## src/sv/iirap_pkg.sv

```systemverilog
// Shared types, widths and codes for the direct-form-I IIR filter with preload.
package iirap_pkg;

    localparam int SAMPLE_W = 16;
    localparam int COEF_W   = 20;
    localparam int SUM_W    = 22;
    localparam int PROD_W   = SUM_W + SAMPLE_W;
    localparam int ACC_W    = 39;
    localparam int FRAC_W   = 16;
    localparam int DIVD_W   = 36;
    localparam int CNT_W    = 6;
    localparam int REG_IDX_W = 3;

    localparam logic [CNT_W-1:0] DIV_N = CNT_W'(DIVD_W);

    localparam logic [REG_IDX_W-1:0] REG_ORDER = 3'd0;
    localparam logic [REG_IDX_W-1:0] REG_FF0   = 3'd1;
    localparam logic [REG_IDX_W-1:0] REG_FF1   = 3'd2;
    localparam logic [REG_IDX_W-1:0] REG_FF2   = 3'd3;
    localparam logic [REG_IDX_W-1:0] REG_FB1   = 3'd4;
    localparam logic [REG_IDX_W-1:0] REG_FB2   = 3'd5;

    localparam logic signed [COEF_W-1:0] COEF_ONE = 20'sd65536;

    typedef enum logic [3:0] {
        ST_IDLE,
        ST_MAC,
        ST_DRAIN,
        ST_PSUM,
        ST_PMUL,
        ST_PLOAD,
        ST_DIV,
        ST_COMMIT
    } t_state;

    typedef enum logic [2:0] {
        MUL_B0  = 3'd0,
        MUL_B1  = 3'd1,
        MUL_A1  = 3'd2,
        MUL_B2  = 3'd3,
        MUL_A2  = 3'd4,
        MUL_PRE = 3'd5
    } t_mul_sel;

    typedef enum logic [1:0] {
        CM_FILT,
        CM_PRE_OK,
        CM_PRE_ERR
    } t_commit;

    typedef struct packed {
        logic [1:0]               order;
        logic signed [COEF_W-1:0] ff0;
        logic signed [COEF_W-1:0] ff1;
        logic signed [COEF_W-1:0] ff2;
        logic signed [COEF_W-1:0] fb1;
        logic signed [COEF_W-1:0] fb2;
    } t_cfg;

    typedef struct packed {
        logic     load_x;
        logic     clr_acc;
        logic     mul_en;
        t_mul_sel mul_sel;
        logic     sums_en;
        logic     div_load;
        logic     div_step;
        logic     commit;
        t_commit  kind;
    } t_dp_cmd;

    typedef struct packed {
        logic den_zero;
        logic out_free;
    } t_dp_sts;

endpackage

```

## src/sv/iirap_ctrl.sv

```systemverilog
// Control state machine that sequences multiply-accumulate, division and result commit.
module iirap_ctrl
    import iirap_pkg::*;
(
    input  logic       i_clk,
    input  logic       i_rst_n,
    input  logic       i_in_valid,
    input  logic       i_action,
    input  logic [1:0] i_ord,
    input  t_dp_sts    i_sts,
    output logic       o_in_ready,
    output t_dp_cmd    o_cmd
);

    t_state            r_state, n_state;
    logic [2:0]        r_step, n_step;
    logic [CNT_W-1:0]  r_cnt, n_cnt;
    t_commit           r_kind, n_kind;

    always_ff @(posedge i_clk) begin
        if (!i_rst_n) begin
            r_state <= ST_IDLE;
            r_step  <= '0;
            r_cnt   <= '0;
            r_kind  <= CM_FILT;
        end else begin
            r_state <= n_state;
            r_step  <= n_step;
            r_cnt   <= n_cnt;
            r_kind  <= n_kind;
        end
    end

    always_comb begin
        n_state    = r_state;
        n_step     = r_step;
        n_cnt      = r_cnt;
        n_kind     = r_kind;
        o_in_ready = 1'b0;
        o_cmd      = '0;
        o_cmd.mul_sel = t_mul_sel'(r_step);
        o_cmd.kind    = r_kind;
        case (r_state)
            ST_IDLE: begin
                o_in_ready = 1'b1;
                if (i_in_valid) begin
                    o_cmd.load_x  = 1'b1;
                    o_cmd.clr_acc = 1'b1;
                    n_step        = '0;
                    n_state       = i_action ? ST_PSUM : ST_MAC;
                end
            end
            ST_MAC: begin
                o_cmd.mul_en = 1'b1;
                if (r_step == {i_ord, 1'b0}) begin
                    n_state = ST_DRAIN;
                end else begin
                    n_step = r_step + 3'd1;
                end
            end
            ST_DRAIN: begin
                n_kind  = CM_FILT;
                n_state = ST_COMMIT;
            end
            ST_PSUM: begin
                o_cmd.sums_en = 1'b1;
                n_state       = ST_PMUL;
            end
            ST_PMUL: begin
                o_cmd.mul_en  = 1'b1;
                o_cmd.mul_sel = MUL_PRE;
                n_state       = ST_PLOAD;
            end
            ST_PLOAD: begin
                if (i_sts.den_zero) begin
                    n_kind  = CM_PRE_ERR;
                    n_state = ST_COMMIT;
                end else begin
                    o_cmd.div_load = 1'b1;
                    n_cnt          = DIV_N - CNT_W'(1);
                    n_state        = ST_DIV;
                end
            end
            ST_DIV: begin
                o_cmd.div_step = 1'b1;
                if (r_cnt == '0) begin
                    n_kind  = CM_PRE_OK;
                    n_state = ST_COMMIT;
                end else begin
                    n_cnt = r_cnt - CNT_W'(1);
                end
            end
            ST_COMMIT: begin
                if (i_sts.out_free) begin
                    o_cmd.commit = 1'b1;
                    n_state      = ST_IDLE;
                end
            end
            default: begin
                n_state = ST_IDLE;
            end
        endcase
    end

    a_commit_returns_idle: assert property (@(posedge i_clk) disable iff (!i_rst_n)
        (r_state == ST_COMMIT && i_sts.out_free) |=> r_state == ST_IDLE)
        else $error("commit did not return to idle");

    a_div_count_range: assert property (@(posedge i_clk) disable iff (!i_rst_n)
        (r_state == ST_DIV) |-> r_cnt < DIV_N)
        else $error("divider step count out of range");

endmodule

```

## src/sv/iirap_dp.sv

```systemverilog
// Datapath: shared multiplier, accumulator, restoring divider, histories and output register.
module iirap_dp
    import iirap_pkg::*;
#(
    parameter int MAX_ORDER = 2
) (
    input  logic                      i_clk,
    input  logic                      i_rst_n,
    input  t_cfg                      i_cfg,
    input  logic [1:0]                i_ord,
    input  logic signed [SAMPLE_W-1:0] i_sample,
    input  t_dp_cmd                   i_cmd,
    input  logic                      i_out_ready,
    output t_dp_sts                   o_sts,
    output logic                      o_out_valid,
    output logic signed [SAMPLE_W-1:0] o_out_sample,
    output logic                      o_out_status
);

    logic signed [SAMPLE_W-1:0] r_x;
    logic signed [SAMPLE_W-1:0] r_xh [MAX_ORDER];
    logic signed [SAMPLE_W-1:0] r_yh [MAX_ORDER];
    logic signed [SUM_W-1:0]    r_num, r_den;
    logic signed [PROD_W-1:0]   r_prod;
    logic                       r_prod_vld;
    logic                       r_prod_sub;
    logic signed [ACC_W-1:0]    r_acc;
    logic [SUM_W-1:0]           r_rem, r_dvs;
    logic [DIVD_W-1:0]          r_quo;
    logic                       r_neg;
    logic                       r_out_valid;
    logic signed [SAMPLE_W-1:0] r_out_sample;
    logic                       r_out_status;

    logic signed [SAMPLE_W-1:0] w_xh1, w_yh1;
    logic signed [SUM_W-1:0]    w_opa;
    logic signed [SAMPLE_W-1:0] w_opb;
    logic signed [SUM_W-1:0]    w_num, w_den;
    logic signed [PROD_W-1:0]   w_prod_abs;
    logic signed [SUM_W-1:0]    w_den_abs;
    logic [SUM_W:0]             w_trial;
    logic signed [ACC_W-1:0]    w_rnd;
    logic signed [ACC_W-FRAC_W-1:0] w_q;
    logic signed [SAMPLE_W-1:0] w_y_filt, w_y_pre, w_y;

    assign w_xh1 = (MAX_ORDER > 1) ? r_xh[MAX_ORDER-1] : '0;
    assign w_yh1 = (MAX_ORDER > 1) ? r_yh[MAX_ORDER-1] : '0;

    always_comb begin
        w_opa = SUM_W'(i_cfg.ff0);
        w_opb = r_x;
        case (i_cmd.mul_sel)
            MUL_B0:  begin w_opa = SUM_W'(i_cfg.ff0); w_opb = r_x;     end
            MUL_B1:  begin w_opa = SUM_W'(i_cfg.ff1); w_opb = r_xh[0]; end
            MUL_A1:  begin w_opa = SUM_W'(i_cfg.fb1); w_opb = r_yh[0]; end
            MUL_B2:  begin w_opa = SUM_W'(i_cfg.ff2); w_opb = w_xh1;   end
            MUL_A2:  begin w_opa = SUM_W'(i_cfg.fb2); w_opb = w_yh1;   end
            MUL_PRE: begin w_opa = r_num;             w_opb = r_x;     end
            default: begin w_opa = '0;                w_opb = '0;      end
        endcase
    end

    always_comb begin
        w_num = SUM_W'(i_cfg.ff0);
        w_den = SUM_W'(COEF_ONE);
        if (i_ord >= 2'd1) begin
            w_num = w_num + SUM_W'(i_cfg.ff1);
            w_den = w_den + SUM_W'(i_cfg.fb1);
        end
        if (i_ord >= 2'd2) begin
            w_num = w_num + SUM_W'(i_cfg.ff2);
            w_den = w_den + SUM_W'(i_cfg.fb2);
        end
    end

    assign w_prod_abs = r_prod[PROD_W-1] ? -r_prod : r_prod;
    assign w_den_abs  = r_den[SUM_W-1] ? -r_den : r_den;
    assign w_trial    = {r_rem, r_quo[DIVD_W-1]} - {1'b0, r_dvs};

    assign w_rnd = r_acc + (r_acc[ACC_W-1] ? ACC_W'(32767) : ACC_W'(32768));
    assign w_q   = w_rnd[ACC_W-1:FRAC_W];

    always_comb begin
        if (w_q > (ACC_W-FRAC_W)'(32767)) begin
            w_y_filt = 16'sh7FFF;
        end else if (w_q < -(ACC_W-FRAC_W)'(32768)) begin
            w_y_filt = 16'sh8000;
        end else begin
            w_y_filt = w_q[SAMPLE_W-1:0];
        end
        if (!r_neg) begin
            w_y_pre = (r_quo > DIVD_W'(32767)) ? 16'sh7FFF : r_quo[SAMPLE_W-1:0];
        end else begin
            w_y_pre = (r_quo > DIVD_W'(32768)) ? 16'sh8000 : -r_quo[SAMPLE_W-1:0];
        end
        w_y = (i_cmd.kind == CM_FILT) ? w_y_filt : w_y_pre;
    end

    always_ff @(posedge i_clk) begin
        if (i_cmd.load_x) begin
            r_x <= i_sample;
        end
        if (i_cmd.sums_en) begin
            r_num <= w_num;
            r_den <= w_den;
        end
        r_prod     <= w_opa * w_opb;
        r_prod_sub <= (i_cmd.mul_sel == MUL_A1) || (i_cmd.mul_sel == MUL_A2);
        if (i_cmd.clr_acc) begin
            r_acc <= '0;
        end else if (r_prod_vld) begin
            r_acc <= r_prod_sub ? r_acc - ACC_W'(r_prod) : r_acc + ACC_W'(r_prod);
        end
        if (i_cmd.div_load) begin
            r_rem <= '0;
            r_quo <= w_prod_abs[DIVD_W-1:0];
            r_dvs <= w_den_abs;
            r_neg <= r_prod[PROD_W-1] ^ r_den[SUM_W-1];
        end else if (i_cmd.div_step) begin
            if (!w_trial[SUM_W]) begin
                r_rem <= w_trial[SUM_W-1:0];
                r_quo <= {r_quo[DIVD_W-2:0], 1'b1};
            end else begin
                r_rem <= {r_rem[SUM_W-2:0], r_quo[DIVD_W-1]};
                r_quo <= {r_quo[DIVD_W-2:0], 1'b0};
            end
        end
        if (i_cmd.commit) begin
            r_out_sample <= (i_cmd.kind == CM_FILT) ? w_y : '0;
            r_out_status <= (i_cmd.kind == CM_PRE_ERR);
        end
    end

    always_ff @(posedge i_clk) begin
        if (!i_rst_n) begin
            r_prod_vld  <= 1'b0;
            r_out_valid <= 1'b0;
            for (int k = 0; k < MAX_ORDER; k++) begin
                r_xh[k] <= '0;
                r_yh[k] <= '0;
            end
        end else begin
            r_prod_vld <= i_cmd.mul_en;
            if (i_cmd.commit) begin
                r_out_valid <= 1'b1;
            end else if (i_out_ready) begin
                r_out_valid <= 1'b0;
            end
            if (i_cmd.commit) begin
                case (i_cmd.kind)
                    CM_FILT: begin
                        for (int k = MAX_ORDER - 1; k > 0; k--) begin
                            r_xh[k] <= r_xh[k-1];
                            r_yh[k] <= r_yh[k-1];
                        end
                        r_xh[0] <= r_x;
                        r_yh[0] <= w_y;
                    end
                    CM_PRE_OK: begin
                        for (int k = 0; k < MAX_ORDER; k++) begin
                            r_xh[k] <= r_x;
                            r_yh[k] <= w_y;
                        end
                    end
                    CM_PRE_ERR: begin
                        for (int k = 0; k < MAX_ORDER; k++) begin
                            r_xh[k] <= '0;
                            r_yh[k] <= '0;
                        end
                    end
                    default: begin
                    end
                endcase
            end
        end
    end

    assign o_sts.den_zero = (r_den == '0);
    assign o_sts.out_free = !r_out_valid || i_out_ready;
    assign o_out_valid    = r_out_valid;
    assign o_out_sample   = r_out_sample;
    assign o_out_status   = r_out_status;

    a_commit_needs_room: assert property (@(posedge i_clk) disable iff (!i_rst_n)
        i_cmd.commit |-> (!r_out_valid || i_out_ready))
        else $error("result committed over an untaken beat");

    a_div_nonzero: assert property (@(posedge i_clk) disable iff (!i_rst_n)
        i_cmd.div_load |-> (r_den != '0))
        else $error("divider loaded with a zero denominator");

    a_err_zero_sample: assert property (@(posedge i_clk) disable iff (!i_rst_n)
        (r_out_valid && r_out_status) |-> (r_out_sample == '0))
        else $error("error beat carries a nonzero sample");

endmodule

```

## src/sv/iir_arma_filter_with_preload.sv

```systemverilog
// Top level of the IIR filter with preload: configuration registers, control and datapath.
//
//  channel  | dir | handshake                        | payload
//  ---------+-----+----------------------------------+------------------------------------
//  s_axis   | in  | i_s_axis_tvalid / o_s_axis_tready | tdata: sample; tuser: action
//  m_axis   | out | o_m_axis_tvalid / i_m_axis_tready | tdata: out_sample; tuser: status
//  cfg      | in  | i_cfg_we                          | i_cfg_idx, i_cfg_data
//
// A filter beat runs its taps through the one shared multiplier, which takes one tap per cycle.
// A preload beat is paced by the one-bit-per-cycle restoring divider, which is skipped
// when the denominator sum is zero.
// One beat is processed at a time; the next is accepted once the result is in the output register.
// Reset is synchronous and active low; it clears control state and histories and returns the
// coefficients to a unity-gain, order-zero filter.
// A stalled output holds its beat; processing waits only at the final commit.
module iir_arma_filter_with_preload
    import iirap_pkg::*;
#(
    parameter int MAX_ORDER = 2
) (
    input  logic                  i_clk,
    input  logic                  i_rst_n,
    input  logic                  i_s_axis_tvalid,
    output logic                  o_s_axis_tready,
    input  logic [15:0]           i_s_axis_tdata,   // [15:0] sample
    input  logic [0:0]            i_s_axis_tuser,   // [0] action
    output logic                  o_m_axis_tvalid,
    input  logic                  i_m_axis_tready,
    output logic [15:0]           o_m_axis_tdata,   // [15:0] out_sample
    output logic [0:0]            o_m_axis_tuser,   // [0] status
    input  logic                  i_cfg_we,
    input  logic [REG_IDX_W-1:0]  i_cfg_idx,
    input  logic [COEF_W-1:0]     i_cfg_data
);

    t_cfg       r_cfg;
    logic [1:0] w_ord;
    t_dp_cmd    w_cmd;
    t_dp_sts    w_sts;
    logic signed [SAMPLE_W-1:0] w_out_sample;
    logic       w_out_status;

    always_ff @(posedge i_clk) begin
        if (!i_rst_n) begin
            r_cfg.order <= '0;
            r_cfg.ff0   <= COEF_ONE;
            r_cfg.ff1   <= '0;
            r_cfg.ff2   <= '0;
            r_cfg.fb1   <= '0;
            r_cfg.fb2   <= '0;
        end else if (i_cfg_we) begin
            case (i_cfg_idx)
                REG_ORDER: r_cfg.order <= i_cfg_data[1:0];
                REG_FF0:   r_cfg.ff0   <= i_cfg_data;
                REG_FF1:   r_cfg.ff1   <= i_cfg_data;
                REG_FF2:   r_cfg.ff2   <= i_cfg_data;
                REG_FB1:   r_cfg.fb1   <= i_cfg_data;
                REG_FB2:   r_cfg.fb2   <= i_cfg_data;
                default: begin
                end
            endcase
        end
    end

    assign w_ord = (r_cfg.order > 2'(MAX_ORDER)) ? 2'(MAX_ORDER) : r_cfg.order;

    iirap_ctrl u_ctrl (
        .i_clk      (i_clk),
        .i_rst_n    (i_rst_n),
        .i_in_valid (i_s_axis_tvalid),
        .i_action   (i_s_axis_tuser[0]),
        .i_ord      (w_ord),
        .i_sts      (w_sts),
        .o_in_ready (o_s_axis_tready),
        .o_cmd      (w_cmd)
    );

    iirap_dp #(
        .MAX_ORDER (MAX_ORDER)
    ) u_dp (
        .i_clk        (i_clk),
        .i_rst_n      (i_rst_n),
        .i_cfg        (r_cfg),
        .i_ord        (w_ord),
        .i_sample     (i_s_axis_tdata),
        .i_cmd        (w_cmd),
        .i_out_ready  (i_m_axis_tready),
        .o_sts        (w_sts),
        .o_out_valid  (o_m_axis_tvalid),
        .o_out_sample (w_out_sample),
        .o_out_status (w_out_status)
    );

    assign o_m_axis_tdata = w_out_sample;
    assign o_m_axis_tuser = w_out_status;

endmodule

```

## config.mk

```make
export PLATFORM = sky130hd
export DESIGN_NAME = iir_arma_filter_with_preload
export DESIGN_NICKNAME = d
export VERILOG_FILES = /design/src/sv/iirap_pkg.sv /design/src/sv/iirap_ctrl.sv /design/src/sv/iirap_dp.sv /design/src/sv/iir_arma_filter_with_preload.sv
export SDC_FILE = /design/constraint.sdc
export NUM_CORES = 2
export LEC_CHECK = 0
export CORE_MARGIN = 2
export CORE_UTILIZATION = 45
export DETAILED_ROUTE_END_ITERATION = 8
export DONT_BUFFER_PORTS = 1
export PLACE_DENSITY_LB_ADDON = 0.05
export SLEW_MARGIN = 20
export SYNTH_ARGS = -nofsm -noshare
export SYNTH_HDL_FRONTEND = slang
export SYNTH_HIERARCHICAL = 1
export SYNTH_SLANG_ARGS = --single-unit
```

## constraint.sdc

```tcl
create_clock -name i_clk -period 10.7 [get_ports i_clk]
set_input_delay 0.535 -clock i_clk [delete_from_list [all_inputs] [get_ports i_clk]]
set_output_delay 0.535 -clock i_clk [all_outputs]
set_load 0.01 [all_outputs]
```

* Yosys cells after proc, flatten, opt, wreduce, memory -nomap -nowiden
Memory sizes are Yosys's and may differ from the RTL's. Index checks and enable logic that the tools add are counted.
Cells by class: reductions and logical operators 26, bitwise gates (word level) 13, order comparisons 7, equal/unequal tests 28, add/subtract/negate cells 13, multiply operators 1, muxes and demuxes 75
Operators by type and width (count):
- 2-to-1 mux 16 bit | 19
- case mux 22 bit (6 select lines) | 1
- 2-to-1 mux 22 bit | 5
- 2-to-1 mux 36 bit | 3
- case mux 16 bit (5 select lines) | 1
- adder 22 x 20 -> 22 bit | 2
- adder 39 x 38 -> 39 bit | 1
- adder 39 bit | 1
- 2-to-1 mux 39 bit | 1
- subtractor 39 x 38 -> 39 bit | 1
- multiplier 22 x 16 -> 38 bit | 1
- > comparator 36 x 15 -> 1 bit, second input constant | 1
- > comparator 36 x 16 -> 1 bit, second input constant | 1
- negation 36 bit | 1
- case mux 4 bit (8 select lines) | 1
- 2-to-1 mux 1 bit | 25
- > comparator 23 x 16 -> 1 bit, second input constant | 1
- less-than comparator 23 x 16 -> 1 bit, second input constant | 1
- subtractor 23 x 22 -> 23 bit | 1
- zero test 22 bit | 1
- negation 22 bit | 1
- adder 18 x 20 -> 21 bit, first input constant | 1
- adder 20 x 20 -> 21 bit | 1
- 2-to-1 mux 21 bit | 1
- 38 further kinds | 90
Storage, ports and cells: bits of input ports 45, memories kept 2, bits in writable memories 64, word-level logic and storage cells 190, bits in registers 355
Memory list:
- u_dp.r_xh | depth 2, width 16, rd ports 2, clocked after memory_dff 0, wr ports 2, RTL line iirap_dp.sv:21 | logic signed [SAMPLE_W-1:0] r_xh [MAX_ORDER];
- u_dp.r_yh | depth 2, width 16, rd ports 2, clocked after memory_dff 0, wr ports 2, RTL line iirap_dp.sv:22 | logic signed [SAMPLE_W-1:0] r_yh [MAX_ORDER];

* Longest topological paths before layout
word-level depth 10, mapped depth 37, depth with buffers taken out 31

* By module
Netlist, hierarchy kept.
Modules (own cells, without submodules):
- iirap_dp | sequential area each 8047.7 um2, cells each 3848, area an instance 34224.1 um2, instances 1
- iir_arma_filter_with_preload | sequential area each 2042.0 um2, cells each 360, area an instance 3753.6 um2, instances 1
- iirap_ctrl | sequential area each 280.3 um2, cells each 116, area an instance 937.1 um2, instances 1

* Worst setup path before layout
OpenSTA, ideal clock, no wires.
kind reg-to-reg, start reg u_ctrl.r_state[2], end reg u_dp.r_prod[37], arrival time 8.415 ns, required time 10.628 ns, cell stages (with the launch flop) 32, library setup time 0.072 ns, path slack 2.212 ns, path through dfxtp_1 -> buf_2 -> nor3b_1 -> nor2b_1 -> clkbuf_1 -> nor3b_1 -> clkbuf_1 -> buf_1 -> nand2_1 -> nand4_1 -> clkbuf_1 -> nand2_1 -> fa_1 -> fa_1 -> inv_1 -> fa_1 -> fa_1 -> fa_1 -> inv_1 -> fa_1 -> inv_1 -> ha_1 -> a21o_1 -> a21oi_1 -> nor3b_1 -> o211ai_1 -> o21ai_1 -> a211oi_1 -> or3_1 -> a31o_2 -> a21oi_1 -> xnor2_1
RTL lines:
- start, declared | RTL line iirap_ctrl.sv:15 | t_state r_state, n_state;
- start signal, assigned | RTL line iirap_ctrl.sv:27 | r_state <= n_state;
- end signal, assigned | RTL line iirap_dp.sv:107 | r_prod <= w_opa * w_opb;
- end, declared | RTL line iirap_dp.sv:24 | logic signed [PROD_W-1:0] r_prod;

==> results.yml <==
job:
  max_cap_viol_count: 0
synthesis:
  async_flop_share_pct: 0
  avgSynthCellArea_um2: 9.00
  yosysUniqueCellTypes: 119
  syn_area_um2: 38900
  ys_seq_area_share_pct: 26.6
  synth_nets: 4958
  synth_cells: 4324
  yosys_warnings: 6
  synth_seq_cells: 418
  synth_flop_cell: "dfxtp_1"
  synth-edff-count: 200
critical_path:
  reg2reg_to: "u_dp/r_prod[36]"
  critPathKind: "flip-flop to flip-flop"
  worst_path_max_delay_cell: "and3_1"
  crit_arrival_ps: 10060
  crit_fanout: 16
  critPathMostFrequentCell: "fa_1"
  r2r_start: "u_ctrl/r_state[2]"
  crit_family: "adder cells"
  crit_path_end_kind: "flip-flop"
  slowest_delay_ps: 690
  cp.required_ps: 11230
  critPathLaunchType: "flip-flop"
  r2r_setup_slack_ps: 1170
  reg2reg_depth: 27
  worstPathBufferInverterCount: 4
detailed_routing:
  totalWireLength_um: 114000
  drc: 0
  ant_nets: 0
  wl_per_cell_um: 20.8
  vias: 30800
  drt_iter0_drc: 2521
  firstDrtPassIters: 6
  viasPerCell: 5.63
timing:
  tightest_slew_ps: 1060
  fin_ws_ps: 1170
  setup_viol: 0
  hold_viol_final: 0
  fin_hold_ws_ps: 81.3
  final.setup.tns_ps: 0
  min_period_ps: 9530
  fin_worst_skew_ps: 60.2
  slew-limit-headroom_pct: 29.4
  max_freq_mhz: 105
  slew_violations: 0
  fin_crit_sh_pct: 89.1
  rsz0062_at_grt: "false"
power:
  p_leak_nw: 19.0
  vdd_drop_max_uv: 246
  p_per_area_nw_per_um2: 242
  power_mw: 10.2
floorplan:
  row_count: 107
  die_height_um: 298
  fp.dieW_um: 298
  core_area_um2: 85400
  ios: 64
  initial_core_util_pct: 45.6
  die_area_um2: 88800
place:
  dp_slack_ps: 1330
  io_buffers: 0
  hpwlAfterDp_um: 88400
  place_congestion: 0.884
  placed_area_um2: 40200
finish:
  final_cell_mix: "nand2_1 (557), inv_1 (492), nor2_1 (410)"
  mostFrequentLayoutCell: "nand2_1"
  postLayoutCellArea_um2: 42100
  drive_above_1_share_pct: 6.56
  area_growth_pct: 8.30
  antenna_cells: 0
  final_nets: 4916
grt:
  grt_pass1_vias: 30000
  grt_usage_pct: 25.8
  globalRoute.totalOverflow: 0
  antenna_found_initial: 3
  grt_start_max_net_pins: 133
  grt_pass1_wl_um: 179000
min_path:
  holdCritStartpoint: "i_rst_n"
  whs_path_depth: 2
  holdPathEnd: "u_ctrl/r_cnt[3]"
  min_path_type: "input port to flip-flop"
cts:
  htreeDepth: 2
  cts_buffers: 52
  cts_tree: "done"
  root_buffer: "clkbuf_16"
  cts_setup_buffers: 0
  clockBufferDepth: 3
  clock_latency_ps: 670
  clkSinkCount: 418
  clk_pin_slew_ps: 60
status:
  outcome: "completed"
flip-flops by register name (all words and copies together) (netlist names):
| register | cells |
|---|---|
| r_cfg | 102 |
| u_dp/r_acc | 39 |
| u_dp/r_prod | 38 |
| u_dp/r_quo | 36 |
| u_dp/r_xh | 32 |
| u_dp/r_yh | 32 |
| u_dp/r_den | 22 |
| u_dp/r_dvs | 22 |
| u_dp/r_num | 22 |
| u_dp/r_rem | 22 |
| u_dp/o_out_sample | 16 |
| u_dp/r_x | 16 |
| u_ctrl/r_cnt | 6 |
| u_ctrl/r_state | 3 |
| u_ctrl/r_step | 3 |
| u_ctrl/r_kind | 2 |
| u_dp/o_out_status | 1 |
| u_dp/o_out_valid | 1 |
| u_dp/r_neg | 1 |
| u_dp/r_prod_sub | 1 |
| u_dp/r_prod_vld | 1 |
synthesized netlist by cell type, types with 40 or more instances:
cell type / count / area (um2)
mux2i_1: 134 / 1340
fa_1: 352 / 7050
a21o_1: 62 / 465
xor2_1: 73 / 639
a21oi_1: 224 / 1120
nor2_1: 417 / 1570
nand3_1: 67 / 335
ha_1: 237 / 2970
dfxtp_1: 218 / 4360
nor2b_1: 40 / 250
o21ai_0: 110 / 551
clkbuf_1: 136 / 510
a211oi_1: 44 / 330
edfxtp_1: 200 / 6010
nand2_1: 558 / 2090
inv_1: 492 / 1850
nand2b_1: 47 / 294
xnor2_1: 154 / 1350
nor3_1: 88 / 440
and2_1: 44 / 275
cells by family (layout without fill, tap and decap cells):
| kind of cell | Yosys count | in the layout | synth area share, % |
|---|---|---|---|
| AND/OR/NAND/NOR | 1460 | 1460 | 17.4 |
| AO/OA/AOI/OAI | 797 | 797 | 14.1 |
| buffers and inverters | 673 | 675 | 6.73 |
| adder cells (fa/ha/maj) | 589 | 589 | 25.7 |
| flip-flops | 418 | 418 | 26.6 |
| XOR/XNOR | 228 | 228 | 5.15 |
| multiplexers | 159 | 159 | 4.19 |
report_power, final:
group          internal (mW)  switching, mW  total [mW]
clock                   1.10          0.754        1.86
sequential              1.98          0.309        2.29
combinational           2.41           3.62        6.03
total                   5.50           4.68        10.2
metrics by stage:
stage	utilization, %	cells
floorplan	-	4324
finish	49.3	5470
global placement	47.0	5355
global route	49.3	5470
CTS	49.3	5470
detailed placement	47.0	5355
final cells by class:
cell class	instances	area, um2
clock buffers	70	1450
clock inverters	28	357
fillers	8324	43300
inverters	494	1850
multi-input cells	3233	26000
flip-flops and latches	418	10400
well taps	1144	1430
repair buffers	83	666
timing repair:
action | in CTS | in global routing
hold buffers | 17 | 0
endpoints found under the hold margin | 19 | 0
resized for setup | 0 | 0
metal layers:
| metal | track usage, % | vias to the layer above | routed length, um |
|---|---|---|---|
| met1 | 37.6 | 15200 | 53600 |
| met4 | 8.04 | 2 | 3600 |
| met2 | 40.3 | 836 | 50500 |
| met5 | 0 | - | 16 |
| li1 | - | 14700 | - |
| met3 | 2.63 | 153 | 5940 |
how the worst max path moves through the flow:
stage / depth (start not counted) / from / to / slack (ps)
2_1_floorplan: 31 / u_ctrl/r_state[2] / u_dp/r_prod[37] / 2210
3_3_place_gp: 28 / u_ctrl/r_state[2] / u_dp/r_prod[36] / 1460
3_5_place_dp: 27 / u_ctrl/r_state[2] / u_dp/r_prod[36] / 1330
4_1_cts: 27 / u_ctrl/r_state[2] / u_dp/r_prod[36] / 1220
5_1_grt: 27 / u_ctrl/r_state[2] / u_dp/r_prod[36] / 570
6_report: 27 / u_ctrl/r_state[2] / u_dp/r_prod[36] / 1170
(Power assumes the default switching activity.)
